--- config.mk ---
export PLATFORM = sky130hd
export DESIGN_NAME = playfair_digraph_encryptor
export DESIGN_NICKNAME = d
export VERILOG_FILES = /design/src/rtl/core/plf_pkg.sv /design/src/rtl/core/plf_ctrl.sv /design/src/rtl/core/plf_datapath.sv /design/src/rtl/core/playfair_digraph_encryptor.sv
export SDC_FILE = /design/constraint.sdc
export NUM_CORES = 1
export LEC_CHECK = 0
export ABC_CLOCK_PERIOD_IN_PS = 6300
export BUFFER_PORTS_ARGS = -buffer_cell sky130_fd_sc_hd__buf_2
export CORE_MARGIN = 8
export CORE_UTILIZATION = 35
export CTS_CLUSTER_SIZE = 12
export DETAILED_ROUTE_END_ITERATION = 8
export GPL_ROUTABILITY_DRIVEN = 0
export PLACE_DENSITY = 0.52
export SETUP_SLACK_MARGIN = 0.2
export SYNTH_ARGS = -nofsm -noshare
export SYNTH_HDL_FRONTEND = slang
export SYNTH_SLANG_ARGS = --single-unit
--- constraint.sdc ---
create_clock -name clk -period 6.3 [get_ports clk]
set_clock_uncertainty 0.15 [all_clocks]
set_input_delay 0.945 -clock clk [delete_from_list [all_inputs] [get_ports clk]]
set_output_delay 0.945 -clock clk [all_outputs]
set_load 0.02 [all_outputs]
--- src/rtl/core/plf_pkg.sv ---
// Shared types, constants and helpers for the Playfair digraph encryptor.
package plf_pkg;

    localparam int LETTER_W        = 5;
    localparam int ALPHABET        = 26;
    localparam int SQUARE_SIDE_DEF = 5;

    localparam logic [LETTER_W-1:0] CODE_I = LETTER_W'(8);
    localparam logic [LETTER_W-1:0] CODE_J = LETTER_W'(9);
    localparam logic [LETTER_W-1:0] CODE_Z = LETTER_W'(25);

    typedef enum logic [1:0] {
        FUNC_START   = 2'd0,
        FUNC_KEY     = 2'd1,
        FUNC_FINISH  = 2'd2,
        FUNC_ENCRYPT = 2'd3
    } func_t;

    typedef enum logic [1:0] {
        ST_IDLE,
        ST_FILL,
        ST_LOOKUP
    } state_t;

    typedef struct packed {
        func_t               func;
        logic [LETTER_W-1:0] letter_a;
        logic [LETTER_W-1:0] letter_b;
    } item_t;

    typedef struct packed {
        logic [LETTER_W-1:0] cipher_a;
        logic [LETTER_W-1:0] cipher_b;
        logic                not_ready;
    } result_t;

    // controller -> datapath
    typedef struct packed {
        logic clear;
        logic place_key;
        logic scan_start;
        logic scan_step;
        logic set_ready;
        logic lookup;
        logic cell_read;
    } ctl_cmd_t;

    // datapath -> controller
    typedef struct packed {
        logic ready;
        logic scan_last;
    } ctl_stat_t;

    // Text letter: saturate to Z, fold J into I.
    function automatic logic [LETTER_W-1:0] fold_text(input logic [LETTER_W-1:0] v);
        logic [LETTER_W-1:0] c;
        c = (v > CODE_Z) ? CODE_Z : v;
        if (c == CODE_J) c = CODE_I;
        return c;
    endfunction

endpackage

--- src/rtl/core/plf_ctrl.sv ---
// Sequencer for the Playfair encryptor: decodes requests, runs fill and lookup.
module plf_ctrl (
    input  logic              clk,
    input  logic              rst_n,
    input  logic              start,
    input  plf_pkg::func_t    func,
    input  plf_pkg::ctl_stat_t stat,
    output logic              busy,
    output logic              result_valid,
    output plf_pkg::ctl_cmd_t cmd
);
    import plf_pkg::*;

    state_t state_reg, state_next;
    logic   valid_reg, valid_next;

    always_ff @(posedge clk or negedge rst_n)
    begin
        if (!rst_n)
        begin
            state_reg <= ST_IDLE;
            valid_reg <= 1'b0;
        end
        else
        begin
            state_reg <= state_next;
            valid_reg <= valid_next;
        end
    end

    always_comb
    begin
        cmd        = '0;
        state_next = state_reg;
        valid_next = (state_reg == ST_LOOKUP);
        busy       = (state_reg != ST_IDLE);
        case (state_reg)
            ST_IDLE:
            begin
                if (start)
                begin
                    case (func)
                        FUNC_START:   cmd.clear = 1'b1;
                        FUNC_KEY:     cmd.place_key = 1'b1;
                        FUNC_FINISH:
                        begin
                            if (!stat.ready)
                            begin
                                cmd.scan_start = 1'b1;
                                state_next     = ST_FILL;
                            end
                        end
                        FUNC_ENCRYPT:
                        begin
                            cmd.lookup = 1'b1;
                            state_next = ST_LOOKUP;
                        end
                        default: ;
                    endcase
                end
            end
            ST_FILL:
            begin
                cmd.scan_step = 1'b1;
                if (stat.scan_last)
                begin
                    cmd.set_ready = 1'b1;
                    state_next    = ST_IDLE;
                end
            end
            ST_LOOKUP:
            begin
                cmd.cell_read = 1'b1;
                state_next    = ST_IDLE;
            end
            default: state_next = ST_IDLE;
        endcase
    end

    assign result_valid = valid_reg;

endmodule

--- src/rtl/core/plf_datapath.sv ---
// Key square storage, letter position table, fill logic and pair mapping.
module plf_datapath #(
    parameter int SQUARE_SIDE = plf_pkg::SQUARE_SIDE_DEF
) (
    input  logic               clk,
    input  logic               rst_n,
    input  plf_pkg::item_t     item,
    input  plf_pkg::ctl_cmd_t  cmd,
    output plf_pkg::ctl_stat_t stat,
    output plf_pkg::result_t   result
);
    import plf_pkg::*;

    localparam int CELLS   = SQUARE_SIDE * SQUARE_SIDE;
    localparam int SIDE_W  = (SQUARE_SIDE > 1) ? $clog2(SQUARE_SIDE) : 1;
    localparam int CELL_AW = (CELLS > 1) ? $clog2(CELLS) : 1;
    localparam int CNT_W   = $clog2(CELLS + 1);
    localparam logic [SIDE_W-1:0] SIDE_LAST = SIDE_W'(SQUARE_SIDE - 1);
    localparam logic [CNT_W-1:0]  CELLS_CNT = CNT_W'(CELLS);

    typedef struct packed {
        logic [SIDE_W-1:0] row;
        logic [SIDE_W-1:0] col;
    } pos_t;

    // storage
    logic [LETTER_W-1:0] cells_mem [CELLS];
    pos_t                pos_mem   [ALPHABET];

    // control state
    logic [ALPHABET-1:0] used_reg, used_next;
    logic [CNT_W-1:0]    fill_reg, fill_next;
    logic [SIDE_W-1:0]   row_reg, row_next, col_reg, col_next;
    logic                ready_reg, ready_next;
    logic [LETTER_W-1:0] scan_reg, scan_next;

    // payload
    pos_t                pa_reg, pb_reg;
    logic                nr_reg;
    logic [LETTER_W-1:0] ca_reg, cb_reg;

    logic [LETTER_W-1:0] key_code, wr_code, text_a, text_b;
    logic                key_ok, restart, place;
    logic [ALPHABET-1:0] base_used;
    logic [CNT_W-1:0]    base_fill;
    logic [SIDE_W-1:0]   base_row, base_col;
    logic [CELL_AW-1:0]  wr_addr, qa_addr, qb_addr;
    pos_t                qa, qb;

    function automatic logic [SIDE_W-1:0] inc_wrap(input logic [SIDE_W-1:0] v);
        return (v == SIDE_LAST) ? '0 : SIDE_W'(v + 1'b1);
    endfunction

    function automatic logic [CELL_AW-1:0] cell_addr(input pos_t p);
        return CELL_AW'(int'(p.row) * SQUARE_SIDE + int'(p.col));
    endfunction

    assign key_ok   = (item.letter_a < LETTER_W'(ALPHABET));
    assign key_code = (item.letter_a == CODE_J) ? CODE_I : item.letter_a;
    assign text_a   = fold_text(item.letter_a);
    assign text_b   = fold_text(item.letter_b);

    // fill / place
    always_comb
    begin
        wr_code   = cmd.place_key ? key_code : scan_reg;
        restart   = cmd.place_key && key_ok && ready_reg;
        base_used = restart ? '0 : used_reg;
        base_fill = restart ? '0 : fill_reg;
        base_row  = restart ? '0 : row_reg;
        base_col  = restart ? '0 : col_reg;
        place     = ((cmd.place_key && key_ok) ||
                     (cmd.scan_step && scan_reg != CODE_J))
                    && !base_used[wr_code] && (base_fill < CELLS_CNT);
        wr_addr   = cell_addr('{row: base_row, col: base_col});

        used_next  = base_used;
        fill_next  = base_fill;
        row_next   = base_row;
        col_next   = base_col;
        ready_next = restart ? 1'b0 : ready_reg;
        if (place)
        begin
            used_next[wr_code] = 1'b1;
            fill_next          = CNT_W'(base_fill + 1'b1);
            col_next           = inc_wrap(base_col);
            if (base_col == SIDE_LAST) row_next = SIDE_W'(base_row + 1'b1);
        end
        if (cmd.set_ready) ready_next = 1'b1;
        if (cmd.clear)
        begin
            used_next  = '0;
            fill_next  = '0;
            row_next   = '0;
            col_next   = '0;
            ready_next = 1'b0;
        end

        scan_next = scan_reg;
        if (cmd.scan_start)     scan_next = '0;
        else if (cmd.scan_step) scan_next = LETTER_W'(scan_reg + 1'b1);
    end

    always_ff @(posedge clk or negedge rst_n)
    begin
        if (!rst_n)
        begin
            used_reg  <= '0;
            fill_reg  <= '0;
            row_reg   <= '0;
            col_reg   <= '0;
            ready_reg <= 1'b0;
            scan_reg  <= '0;
        end
        else
        begin
            used_reg  <= used_next;
            fill_reg  <= fill_next;
            row_reg   <= row_next;
            col_reg   <= col_next;
            ready_reg <= ready_next;
            scan_reg  <= scan_next;
        end
    end

    // pair mapping from the captured positions
    always_comb
    begin
        if (pa_reg.row == pb_reg.row)
        begin
            qa = '{row: pa_reg.row, col: inc_wrap(pa_reg.col)};
            qb = '{row: pb_reg.row, col: inc_wrap(pb_reg.col)};
        end
        else if (pa_reg.col == pb_reg.col)
        begin
            qa = '{row: inc_wrap(pa_reg.row), col: pa_reg.col};
            qb = '{row: inc_wrap(pb_reg.row), col: pb_reg.col};
        end
        else
        begin
            qa = '{row: pa_reg.row, col: pb_reg.col};
            qb = '{row: pb_reg.row, col: pa_reg.col};
        end
        qa_addr = cell_addr(qa);
        qb_addr = cell_addr(qb);
    end

    always_ff @(posedge clk)
    begin
        if (place)
        begin
            cells_mem[wr_addr] <= wr_code;
            pos_mem[wr_code]   <= '{row: base_row, col: base_col};
        end
        if (cmd.lookup)
        begin
            pa_reg <= pos_mem[text_a];
            pb_reg <= pos_mem[text_b];
            nr_reg <= !ready_reg;
        end
        if (cmd.cell_read)
        begin
            ca_reg <= cells_mem[qa_addr];
            cb_reg <= cells_mem[qb_addr];
        end
    end

    assign stat.ready       = ready_reg;
    assign stat.scan_last   = (scan_reg == CODE_Z);
    assign result.not_ready = nr_reg;
    assign result.cipher_a  = nr_reg ? '0 : ca_reg;
    assign result.cipher_b  = nr_reg ? '0 : cb_reg;

    a_used_matches_fill: assert property (@(posedge clk) disable iff (!rst_n)
        $countones(used_reg) == int'(fill_reg))
        else $error("used letters disagree with fill count");

    a_fill_bound: assert property (@(posedge clk) disable iff (!rst_n)
        fill_reg <= CELLS_CNT)
        else $error("fill count past square size");

    a_ready_full: assert property (@(posedge clk) disable iff (!rst_n)
        ready_reg |-> (fill_reg == CELLS_CNT && !used_reg[CODE_J]))
        else $error("square marked ready but not full");

endmodule

--- src/rtl/core/playfair_digraph_encryptor.sv ---
// Top level of the Playfair digraph encryptor: controller plus datapath.
//
// Usage: drive item (func, letter_a, letter_b) and raise start; the beat is
// taken at a rising edge with start high and busy low.
//   start new key : clears the square, no result.
//   key letter    : no result. J folds to I, codes above Z are
//                   ignored, a repeat is dropped, a key letter after finish
//                   begins a new square.
//   finish        : busy while the letter scan fills the free cells in
//                   alphabetical order; no result. No-op when ready.
//   encrypt       : the position table read, then the cell read, with busy
//                   high during the cell read; result_valid pulses for one
//                   cycle once the cells are read. A new beat can be taken
//                   in that same cycle, not before; the two registered reads
//                   (position table, then cells) set the pace of encrypts.
//                   Before finish the result has not_ready set, letters zero.
// The receiver cannot stall: result_valid marks each result for one cycle only.
// Reset clears the used-letter bits, fill count and ready flag; the cell
// and position stores are not cleared and need no sweep.
module playfair_digraph_encryptor #(
    parameter int SQUARE_SIDE = plf_pkg::SQUARE_SIDE_DEF
) (
    input  logic             clk,
    input  logic             rst_n,
    input  logic             start,
    output logic             busy,
    input  plf_pkg::item_t   item,
    output logic             result_valid,
    output plf_pkg::result_t result
);
    import plf_pkg::*;

    ctl_cmd_t  cmd;
    ctl_stat_t stat;

    // sequencer: request decode, letter scan and lookup steps
    plf_ctrl u_ctrl (
        .clk          (clk),
        .rst_n        (rst_n),
        .start        (start),
        .func         (item.func),
        .stat         (stat),
        .busy         (busy),
        .result_valid (result_valid),
        .cmd          (cmd)
    );

    // square, position table and pair mapping
    plf_datapath #(
        .SQUARE_SIDE (SQUARE_SIDE)
    ) u_datapath (
        .clk    (clk),
        .rst_n  (rst_n),
        .item   (item),
        .cmd    (cmd),
        .stat   (stat),
        .result (result)
    );

endmodule
==> results of run 1 <==
[routing by layer]
layer	up-vias	routed length [microns]	track usage (%)
met5	-	0	0
li1	5535	-	-
met1	6353	22300	23.2
met2	448	25900	29.6
met3	93	3110	2.49
met4	0	1390	5.71
[Yosys cell counts (all sizes together) (10+ instances only)]
cell    instances
a31oi          18
and3           15
inv            32
clkbuf         74
nand3          52
a21o           29
nor2           63
nor2b          14
mux2i          19
ha             35
buf            23
o21ai          95
or3            22
nor3           66
mux4           88
dfrtp          46
a21oi          23
o211ai         24
a311oi         14
edfxtp        304
o221ai         18
a211oi         14
xnor2          12
nand2         200
mux2           12
xor2           10
[final cells by class]
class,count,area [sq um],area share (%)
Antenna cell,1,2.50,0.0124
Tap cell,680,851,4.20
Timing Repair Buffer,72,473,2.34
Sequential cell,350,10300,50.8
Clock buffer,50,1080,5.33
Clock inverter,24,173,0.853
Multi-Input combinational cell,938,7270,35.9
Inverter,32,120,0.593
[kinds of logic (layout without fill, tap and decap cells)]
| group | count (synthesis) | in the layout |
|---|---|---|
| buffers and inverters | 129 | 178 |
| muxes | 119 | 119 |
| xor gates and xnor gates | 22 | 22 |
| AOI/OAI and AO/OA | 280 | 280 |
| DFF | 350 | 350 |
| other | 0 | 1 |
| and+or+nand+nor | 479 | 479 |
| adders and majority gates | 38 | 38 |
[power breakdown]
group,internal [mW],switching (mW),total (mW)
logic,0.890,1.59,2.48
clock network,1.30,0.947,2.25
registers,3.07,0.194,3.26
[metrics by stage]
stage,cell area [sq um],std cells
6_report,20200,2147
5_1_grt,20200,2146
4_1_cts,20200,2146
3_5_place_dp,19000,2072
3_3_place_gp,19000,2072
2_1_floorplan,18000,1417
[critical path, delay by kind of cell]
kind | cells | cell delay [ns]
and+or+nand+nor | 6 | 2.24
buffers and inverters | 2 | 0.38
AOI/OAI and AO/OA | 1 | 0.19
adders and majority gates | 2 | 0.62
xor gates and xnor gates | 2 | 0.49
[final timing paths]
| kind | start | end | slack, ns | depth (start not counted) |
|---|---|---|---|---|
| max reg2reg | u_ctrl.state_reg[0]$_DFFE_PN0P_ | u_datapath.cells_mem[6][3]$_DFFE_PP_ | 1.53 | 12 |
| min | u_datapath.fill_reg[4]$_DFF_PN0_ | u_datapath.fill_reg[4]$_DFF_PN0_ | 0.33 | 2 |
| min in group asynchronous | rst_n | u_datapath.used_reg[21]$_DFF_PN0_ | 0.37 | 2 |
| max | item[11] | u_datapath.cells_mem[6][3]$_DFFE_PP_ | 1.44 | 13 |
| max in group asynchronous | rst_n | u_ctrl.state_reg[1]$_DFFE_PN0P_ | 5.19 | 2 |
| min reg2reg | u_datapath.fill_reg[4]$_DFF_PN0_ | u_datapath.fill_reg[4]$_DFF_PN0_ | 0.33 | 2 |
==> results_dict.tcl, run 1 <==
set metrics [dict create \
    outcome "finished, final reports clean" \
    grt_start_max_net_pins 52 \
    fillers 4849 \
    critPathKind "in -> reg" \
    ys_seq_area_share_pct 57.0 \
    max_cap_violations 0 \
    setup_violations 0 \
    crit_fanout 14 \
    worst_slew_pin_slew_ns 1.30 \
    start_kind "primary input" \
    end_kind "flop" \
    hold_slack_ns 0.330 \
    async_reset_ff_share_pct 13.1 \
    synth.ff_latch_count 350 \
    syn2layout_area_growth_pct 12.3 \
    final_cell_mix "edfxtp_1 (304), nand2_1 (200), mux4_2 (88)" \
    rows 83 \
    hold_violations 0 \
    cts_hold_buf 0 \
    finalMaxSlewViolations 0 \
    synth_compound_area_share_pct 10.4 \
    largest_reg_flops 156 \
    final_nets 1488 \
    fmax_mhz 206 \
    final_common_cell "edfxtp_1" \
    dp_slack_ns 0.932 \
    ys_dominant_reg_cell "edfxtp_1" \
    start_util_pct 35.3 \
    p_total_mw 7.99 \
    min_period_over_period_pct 77.1 \
    dr.pass1.iters 5 \
    synth_top_area_share_pct 50.7 \
    cts_setup_buffers 0 \
    relSlewSlack_pct 12.9 \
    min_path_type "reg -> reg" \
    yosysWarnings 0 \
    syn_avg_cell_area_sq_um 12.7 \
    synth_area_leaders "edfxtp_1 (51%), mux4_2 (11%), dfrtp_1 (6.4%)" \
    cts_max_level 2 \
    vias 12429 \
    tns_ns 0 \
    antenna_found_initial 1 \
    hpwlAfterDp_mm 35.3 \
    wl_mm 52.7 \
    synth_top_family_by_area "simple AND/OR/NAND/NOR gates" \
    slowest_delay_ns 0.67 \
    path_cells "buf_2, or4b_4, nor2_1, nand3_1, buf_4, and3_1, ha_1, ha_1, a21oi_1, xor2_1, xnor2_1, nand3_1, nor3_1" \
    layout_setup_ws_ns 1.44 \
    synth_top_area_cell "edfxtp_1" \
    grt_overflow 0 \
    path_clk_slew_ns 0.06 \
    dieArea_sq_um 59000 \
    synth_nets 1470 \
    tritoncts "built" \
    layout-drive-gt1-share_pct 18.6 \
    max-vdd-ir-drop_v 0.000208 \
    ys_types 72 \
    grt_pass1_wl_mm 79.8 \
    ctsResizeCount 0 \
    cts_inserted_buffers 41 \
    leakagePower_nw 7.17 \
    root_buffer "clkbuf_16" \
    io_buffers 27 \
    via_per_inst 5.79 \
    worstPathArrival_ns 4.89 \
    first_global_vias 12385 \
    final_core_util_pct 39.6 \
    die_x_microns 243 \
    synthMuxAreaShare_pct 12.8 \
    p_per_area_nw_per_um2 395 \
    period_minus_slack_ns 4.86 \
    netlist_instances 1417 \
    drtAntennaViolNets 0 \
    core_area_sq_um 51100 \
    clock_sinks 350 \
    synth_area_sq_um 18000 \
    rsz0062_at_grt "false" \
    clockBufferDepth 3 \
    drt_iter0_drc 1155 \
    cpMaxStageDelayCell "nor3_1" \
    num_io_pins 28 \
    synthAdderAreaFrac_pct 2.76 \
    synth_edf_count 304 \
    yosys.area_share.simple_pct 13.0 \
    drc 0 \
    gr-usage-all-layers_pct 17.6 \
    wl_per_cell_microns 24.5 \
    clkLatencyLatePin_ns 0.56 \
    cp.required_ns 6.33 \
    die_h_microns 243 \
    synth_xor_area_share_pct 1.07 \
]
Power figures use the tool's default switching activity.
==> inputs of run 2 (changes only) <==
--- a/config.mk
+++ b/config.mk
@@ -5,7 +5,7 @@
 export SDC_FILE = /design/constraint.sdc
 export NUM_CORES = 1
 export LEC_CHECK = 0
-export ABC_CLOCK_PERIOD_IN_PS = 6300
+export ABC_CLOCK_PERIOD_IN_PS = 4680
 export BUFFER_PORTS_ARGS = -buffer_cell sky130_fd_sc_hd__buf_2
 export CORE_MARGIN = 8
 export CORE_UTILIZATION = 35
==> constraint.sdc (replaced) <==
create_clock -name clk -period 4.68 [get_ports clk]
set_clock_uncertainty 0.15 [all_clocks]
set_input_delay 0.702 -clock clk [delete_from_list [all_inputs] [get_ports clk]]
set_output_delay 0.702 -clock clk [all_outputs]
set_load 0.02 [all_outputs]
==> run 2 against run 1 <==
Final cell count is 1.1% higher; sequential share of layout area is 0.93 points lower; critical endpoint is now u_datapath.ca_reg[2]$_DFFE_PP_; register-to-register slack worse by 1.1 ns.
==> results_dict.tcl, run 2 (synthesis gave the netlist of run 1 again) <==
set metrics [dict create \
    stdcell_count 2170 \
    cts_hold_buf 0 \
    finalInstanceArea_sq_um 20600 \
    outcome "finished, final reports clean" \
    start_util_pct 35.3 \
    max_cap_violations 0 \
    syn2layout_area_growth_pct 14.4 \
    cts_inserted_buffers 41 \
    via_per_inst 5.77 \
    wl_mm 53.6 \
    grt_start_max_net_pins 52 \
    num_io_pins 28 \
    critPathBufInv 3 \
    cts_max_level 2 \
    fillers 4837 \
    die_h_microns 243 \
    finalMaxSlewViolations 0 \
    cts_setup_buffers 0 \
    final_core_util_pct 40.4 \
    tns_ns 0 \
    ctsResizeCount 0 \
    clkLatencyLatePin_ns 0.57 \
    cp.required_ns 4.83 \
    grt_pass1_wl_mm 82.2 \
    diodes 0 \
    start_kind "flop" \
    drc 0 \
    first_global_vias 12760 \
    path_clk_slew_ns 0.06 \
    leakagePower_nw 7.34 \
    setup_violations 0 \
    hold_violations 0 \
    p_per_area_nw_per_um2 530 \
    final_cell_mix "edfxtp_1 (304), nand2_1 (200), mux4_2 (88)" \
    period_minus_slack_ns 4.25 \
    placedCellCount 2098 \
    gr-usage-all-layers_pct 18.0 \
    rsz0062_at_grt "false" \
    end_kind "flop" \
    final_nets 1514 \
    relSlewSlack_pct 19.5 \
    cpMaxStageDelayCell "mux4_2" \
    clockBufferDepth 3 \
    fmax_mhz 236 \
    dr.pass1.iters 5 \
    p_total_mw 10.9 \
    worstPathArrival_ns 4.40 \
    hpwlAfterDp_mm 36.6 \
    drtAntennaViolNets 0 \
    worst_slew_pin_slew_ns 1.21 \
    path_cells "xor2_1, nor3_1, nor4_1, buf_4, nand2_1, o21ai_0, ha_1, ha_1, inv_1, fa_1, buf_4, mux4_2, mux2_2" \
    wl_per_cell_microns 24.7 \
    layout-drive-gt1-share_pct 21.8 \
    drt_iter0_drc 1199 \
    crit_family "adder cells" \
    vias 12531 \
    die_x_microns 243 \
    dieArea_sq_um 59000 \
    io_buffers 27 \
    grt_overflow 0 \
    antenna_found_initial 0 \
    min_path_type "in -> async" \
    max-vdd-ir-drop_v 0.000295 \
    placed_area_sq_um 19400 \
    tritoncts "built" \
    critPathKind "reg -> reg" \
    rows 83 \
    slowest_delay_ns 0.56 \
    crit_fanout 12 \
    min_period_over_period_pct 90.7 \
    final_common_cell "edfxtp_1" \
    root_buffer "clkbuf_16" \
    core_area_sq_um 51100 \
    largest_reg_flops 156 \
    clock_sinks 350 \
]
==> run 2: cell count changes in the layout (fill, tap and decap cells not counted), moves of 3 or more <==
cell | previous run | this run
buf_4 | 45 | 67
nor3_1 | 50 | 31
nor3_2 | 16 | 32
buf_12 | 0 | 4
clkinv_2 | 10 | 7
nor2_1 | 59 | 56
nor3_4 | 0 | 3
==> run 2: final cells by class <==
class | count | area, sq um | share of cell area, %
Clock buffer | 50 | 1110 | 5.39
Multi-Input combinational cell | 938 | 7430 | 36.0
Tap cell | 680 | 851 | 4.13
Timing Repair Buffer | 98 | 718 | 3.48
Sequential cell | 350 | 10300 | 49.8
Clock inverter | 22 | 116 | 0.564
Inverter | 32 | 120 | 0.582
==> run 2: power breakdown <==
group	leakage, nW	switching, mW	internal [mW]
Sequential	3.43	0.270	4.13
Clock	0.595	1.30	1.69
Combinational	3.32	2.27	1.27
Total	7.34	3.84	7.09
==> run 2: metrics by stage <==
| step | hold WS [ns] | worst slack, ns |
|---|---|---|
| after floorplan | 0.256 | 0.202 |
| after detailed placement | 0.317 | 0.214 |
| after CTS | 0.0956 | 0.216 |
| after global routing | 0.145 | 0.244 |
| final | 0.0891 | 0.435 |
| after global placement | 0.314 | 0.271 |
==> run 2: worst reg2reg max path, cell delays in order, from the launching register on <==
cell	delay, ns
edfxtp_1	0.45
xor2_1	0.18
nor3_1	0.09
nor4_1	0.28
buf_4	0.22
nand2_1	0.06
o21ai_0	0.28
ha_1	0.30
ha_1	0.32
inv_1	0.07
fa_1	0.53
buf_4	0.24
mux4_2	0.57
mux2_2	0.27
==> run 2: final timing paths <==
| kind | slack, ns | cells after the start | startpoint | endpoint |
|---|---|---|---|---|
| max | 0.43 | 13 | u_datapath.pb_reg[3]$_DFFE_PP_ | u_datapath.ca_reg[2]$_DFFE_PP_ |
| min | 0.09 | 2 | rst_n | u_datapath.used_reg[12]$_DFF_PN0_ |
| max reg2reg | 0.43 | 13 | u_datapath.pb_reg[3]$_DFFE_PP_ | u_datapath.ca_reg[2]$_DFFE_PP_ |
| min reg2reg | 0.33 | 2 | u_datapath.used_reg[0]$_DFF_PN0_ | u_datapath.used_reg[0]$_DFF_PN0_ |
| max in group asynchronous | 3.85 | 2 | rst_n | u_datapath.col_reg[0]$_DFF_PN0_ |
| min in group clk | 0.32 | 3 | item[11] | u_ctrl.state_reg[1]$_DFFE_PN0P_ |
==> run 2: routing by layer <==
layer / track usage, % / vias up / wire length [microns] / part of all wire [%]
met5: 0 / - / 0 / 0
met1: 23.7 / 6341 / 22500 / 42
met2: 29.6 / 503 / 25800 / 48
met3: 2.51 / 113 / 3390 / 6.3
met4: 7.16 / 0 / 1930 / 3.6
li1: - / 5574 / - / -
==> inputs of run 3 (changes only) <==
--- a/config.mk
+++ b/config.mk
@@ -6,13 +6,14 @@
 export NUM_CORES = 1
 export LEC_CHECK = 0
 export ABC_CLOCK_PERIOD_IN_PS = 4680
-export BUFFER_PORTS_ARGS = -buffer_cell sky130_fd_sc_hd__buf_2
+export BUFFER_PORTS_ARGS = -buffer_cell sky130_fd_sc_hd__clkbuf_2
 export CORE_MARGIN = 8
 export CORE_UTILIZATION = 35
 export CTS_CLUSTER_SIZE = 12
 export DETAILED_ROUTE_END_ITERATION = 8
 export GPL_ROUTABILITY_DRIVEN = 0
 export PLACE_DENSITY = 0.52
+export RECOVER_POWER = 25
 export SETUP_SLACK_MARGIN = 0.2
 export SYNTH_ARGS = -nofsm -noshare
 export SYNTH_HDL_FRONTEND = slang
==> run 3 against run 2 <==
The flow now finishes with violations (max-capacitance violations, max-slew violations); via count fell by 0.57%; sequential power barely moved; critical path depth fell by 4; setup slack improved by 0.049 ns; largest cell class unchanged; highest routed layer unchanged.
==> results_dict.tcl, run 3 (synthesis gave the netlist of run 1 again) <==
set metrics [dict create \
    outcome "finished, violations left" \
    violations "max-capacitance violations, max-slew violations" \
    grt_pass1_wl_mm 81.9 \
    die_x_microns 243 \
    worst_slew_pin_slew_ns 2.69 \
    start_kind "flop" \
    gr-usage-all-layers_pct 18.1 \
    finalMaxSlewViolations 77 \
    dr.pass1.iters 5 \
    clockBufferDepth 3 \
    wl_per_cell_microns 24.9 \
    relSlewSlack_pct -79.7 \
    num_io_pins 28 \
    rows 83 \
    largest_reg_flops 156 \
    drc 0 \
    start_util_pct 35.3 \
    diodes 0 \
    final_common_cell "edfxtp_1" \
    max-vdd-ir-drop_v 0.000288 \
    drt_iter0_drc 1381 \
    wl_mm 54.1 \
    core_area_sq_um 51100 \
    drtAntennaViolNets 0 \
    cp.required_ns 4.72 \
    vias 12460 \
    dieArea_sq_um 59000 \
    syn2layout_area_growth_pct 14.3 \
    hold_violations 0 \
    via_per_inst 5.74 \
    grt_start_max_net_pins 52 \
    first_global_vias 12532 \
    root_buffer "clkbuf_16" \
    crit_fanout 11 \
    cts_max_level 2 \
    layout-drive-gt1-share_pct 20.7 \
    fmax_mhz 238 \
    setup_violations 0 \
    worstPathArrival_ns 4.24 \
    rsz0062_at_grt "false" \
    io_buffers 27 \
    max_cap_violations 2 \
    cts_inserted_buffers 40 \
    period_minus_slack_ns 4.20 \
    grt_overflow 0 \
    tritoncts "built" \
    end_kind "flop" \
    leakagePower_nw 7.31 \
    path_clk_slew_ns 0.06 \
    clock_sinks 350 \
    min_period_over_period_pct 89.7 \
    hpwlAfterDp_mm 36.4 \
    critPathKind "reg -> reg" \
    min_path_type "in -> reg" \
    clkLatencyLatePin_ns 0.57 \
    p_per_area_nw_per_um2 534 \
    final_nets 1515 \
    p_total_mw 11.0 \
    die_h_microns 243 \
    antenna_found_initial 0 \
    final_cell_mix "edfxtp_1 (304), nand2_1 (200), mux4_2 (88)" \
    cts_hold_buf 0 \
    tns_ns 0 \
]
[run 3: worst paths after layout]
| kind | from | end | slack [ns] | cells after the start |
|---|---|---|---|---|
| worst max-delay path | u_ctrl.state_reg[0]$_DFFE_PN0P_ | u_datapath.pos_mem[15][3]$_DFFE_PP_ | 0.48 | 9 |
| worst min-delay path | start | u_ctrl.state_reg[1]$_DFFE_PN0P_ | 0.30 | 3 |
| worst max register to register | u_ctrl.state_reg[0]$_DFFE_PN0P_ | u_datapath.pos_mem[15][3]$_DFFE_PP_ | 0.48 | 9 |
| worst min register to register | u_datapath.used_reg[8]$_DFF_PN0_ | u_datapath.used_reg[8]$_DFF_PN0_ | 0.33 | 2 |
| max in group asynchronous | rst_n | u_datapath.used_reg[3]$_DFF_PN0_ | 1.90 | 2 |
| min in group asynchronous | rst_n | u_datapath.scan_reg[3]$_DFFE_PN0P_ | 0.93 | 2 |
[run 3: final cells by class]
class / instances / area [sq um]
Timing Repair Buffer: 100 / 674
Inverter: 32 / 120
Multi-Input combinational cell: 938 / 7400
Clock inverter: 17 / 165
Fill cell: 4831 / 30500
Clock buffer: 55 / 1100
Tap cell: 680 / 851
Sequential cell: 350 / 10300
[run 3: repair_timing]
action	4_1_cts	5_1_grt
buffers inserted	0	0
resized for setup	0	4
endpoints found under the setup margin	0	10
endpoints found under the hold margin	0	0
[run 3: report_power, final]
group / switching [mW] / total, mW / internal, mW / leakage (nW)
Clock: 1.27 / 3.08 / 1.81 / 0.621
Sequential: 0.264 / 4.40 / 4.14 / 3.43
Combinational: 2.28 / 3.50 / 1.23 / 3.27
[run 3: per-stage QoR]
step                      worst slack [ns]  cell area [sq um]  hold slack (ns)  cells  utilization [%]
after floorplan                      0.202              18200            0.256   1417                -
after global placement               0.279              19400            0.314   2100             37.9
after detailed placement             0.223              19400            0.320   2100             37.9
after CTS                            0.221              20600           0.0855   2172             40.4
after global routing                 0.178              20600            0.289   2172             40.3
final                                0.484              20600            0.300   2172             40.3
[run 3: routing by layer]
metal | track usage, % | share of wire (%) | routed length, microns | vias to the layer above
met5 | 0 | 0 | 0 | -
met4 | 6.63 | 3.4 | 1830 | 0
met3 | 2.81 | 6.0 | 3250 | 113
met2 | 30.3 | 49 | 26500 | 503
met1 | 23.5 | 42 | 22500 | 6269
li1 | - | - | - | 5575
[run 3: worst max-delay path: stages (launching register included)]
cell      delay (ns)
dfrtp_1         0.43
or4b_4          0.54
nor2_1          0.14
clkbuf_1        0.45
nand4_1         0.16
a32o_2          0.29
nor4_4          0.42
o211ai_4        0.21
nand2b_1        0.36
nor2_1          0.65
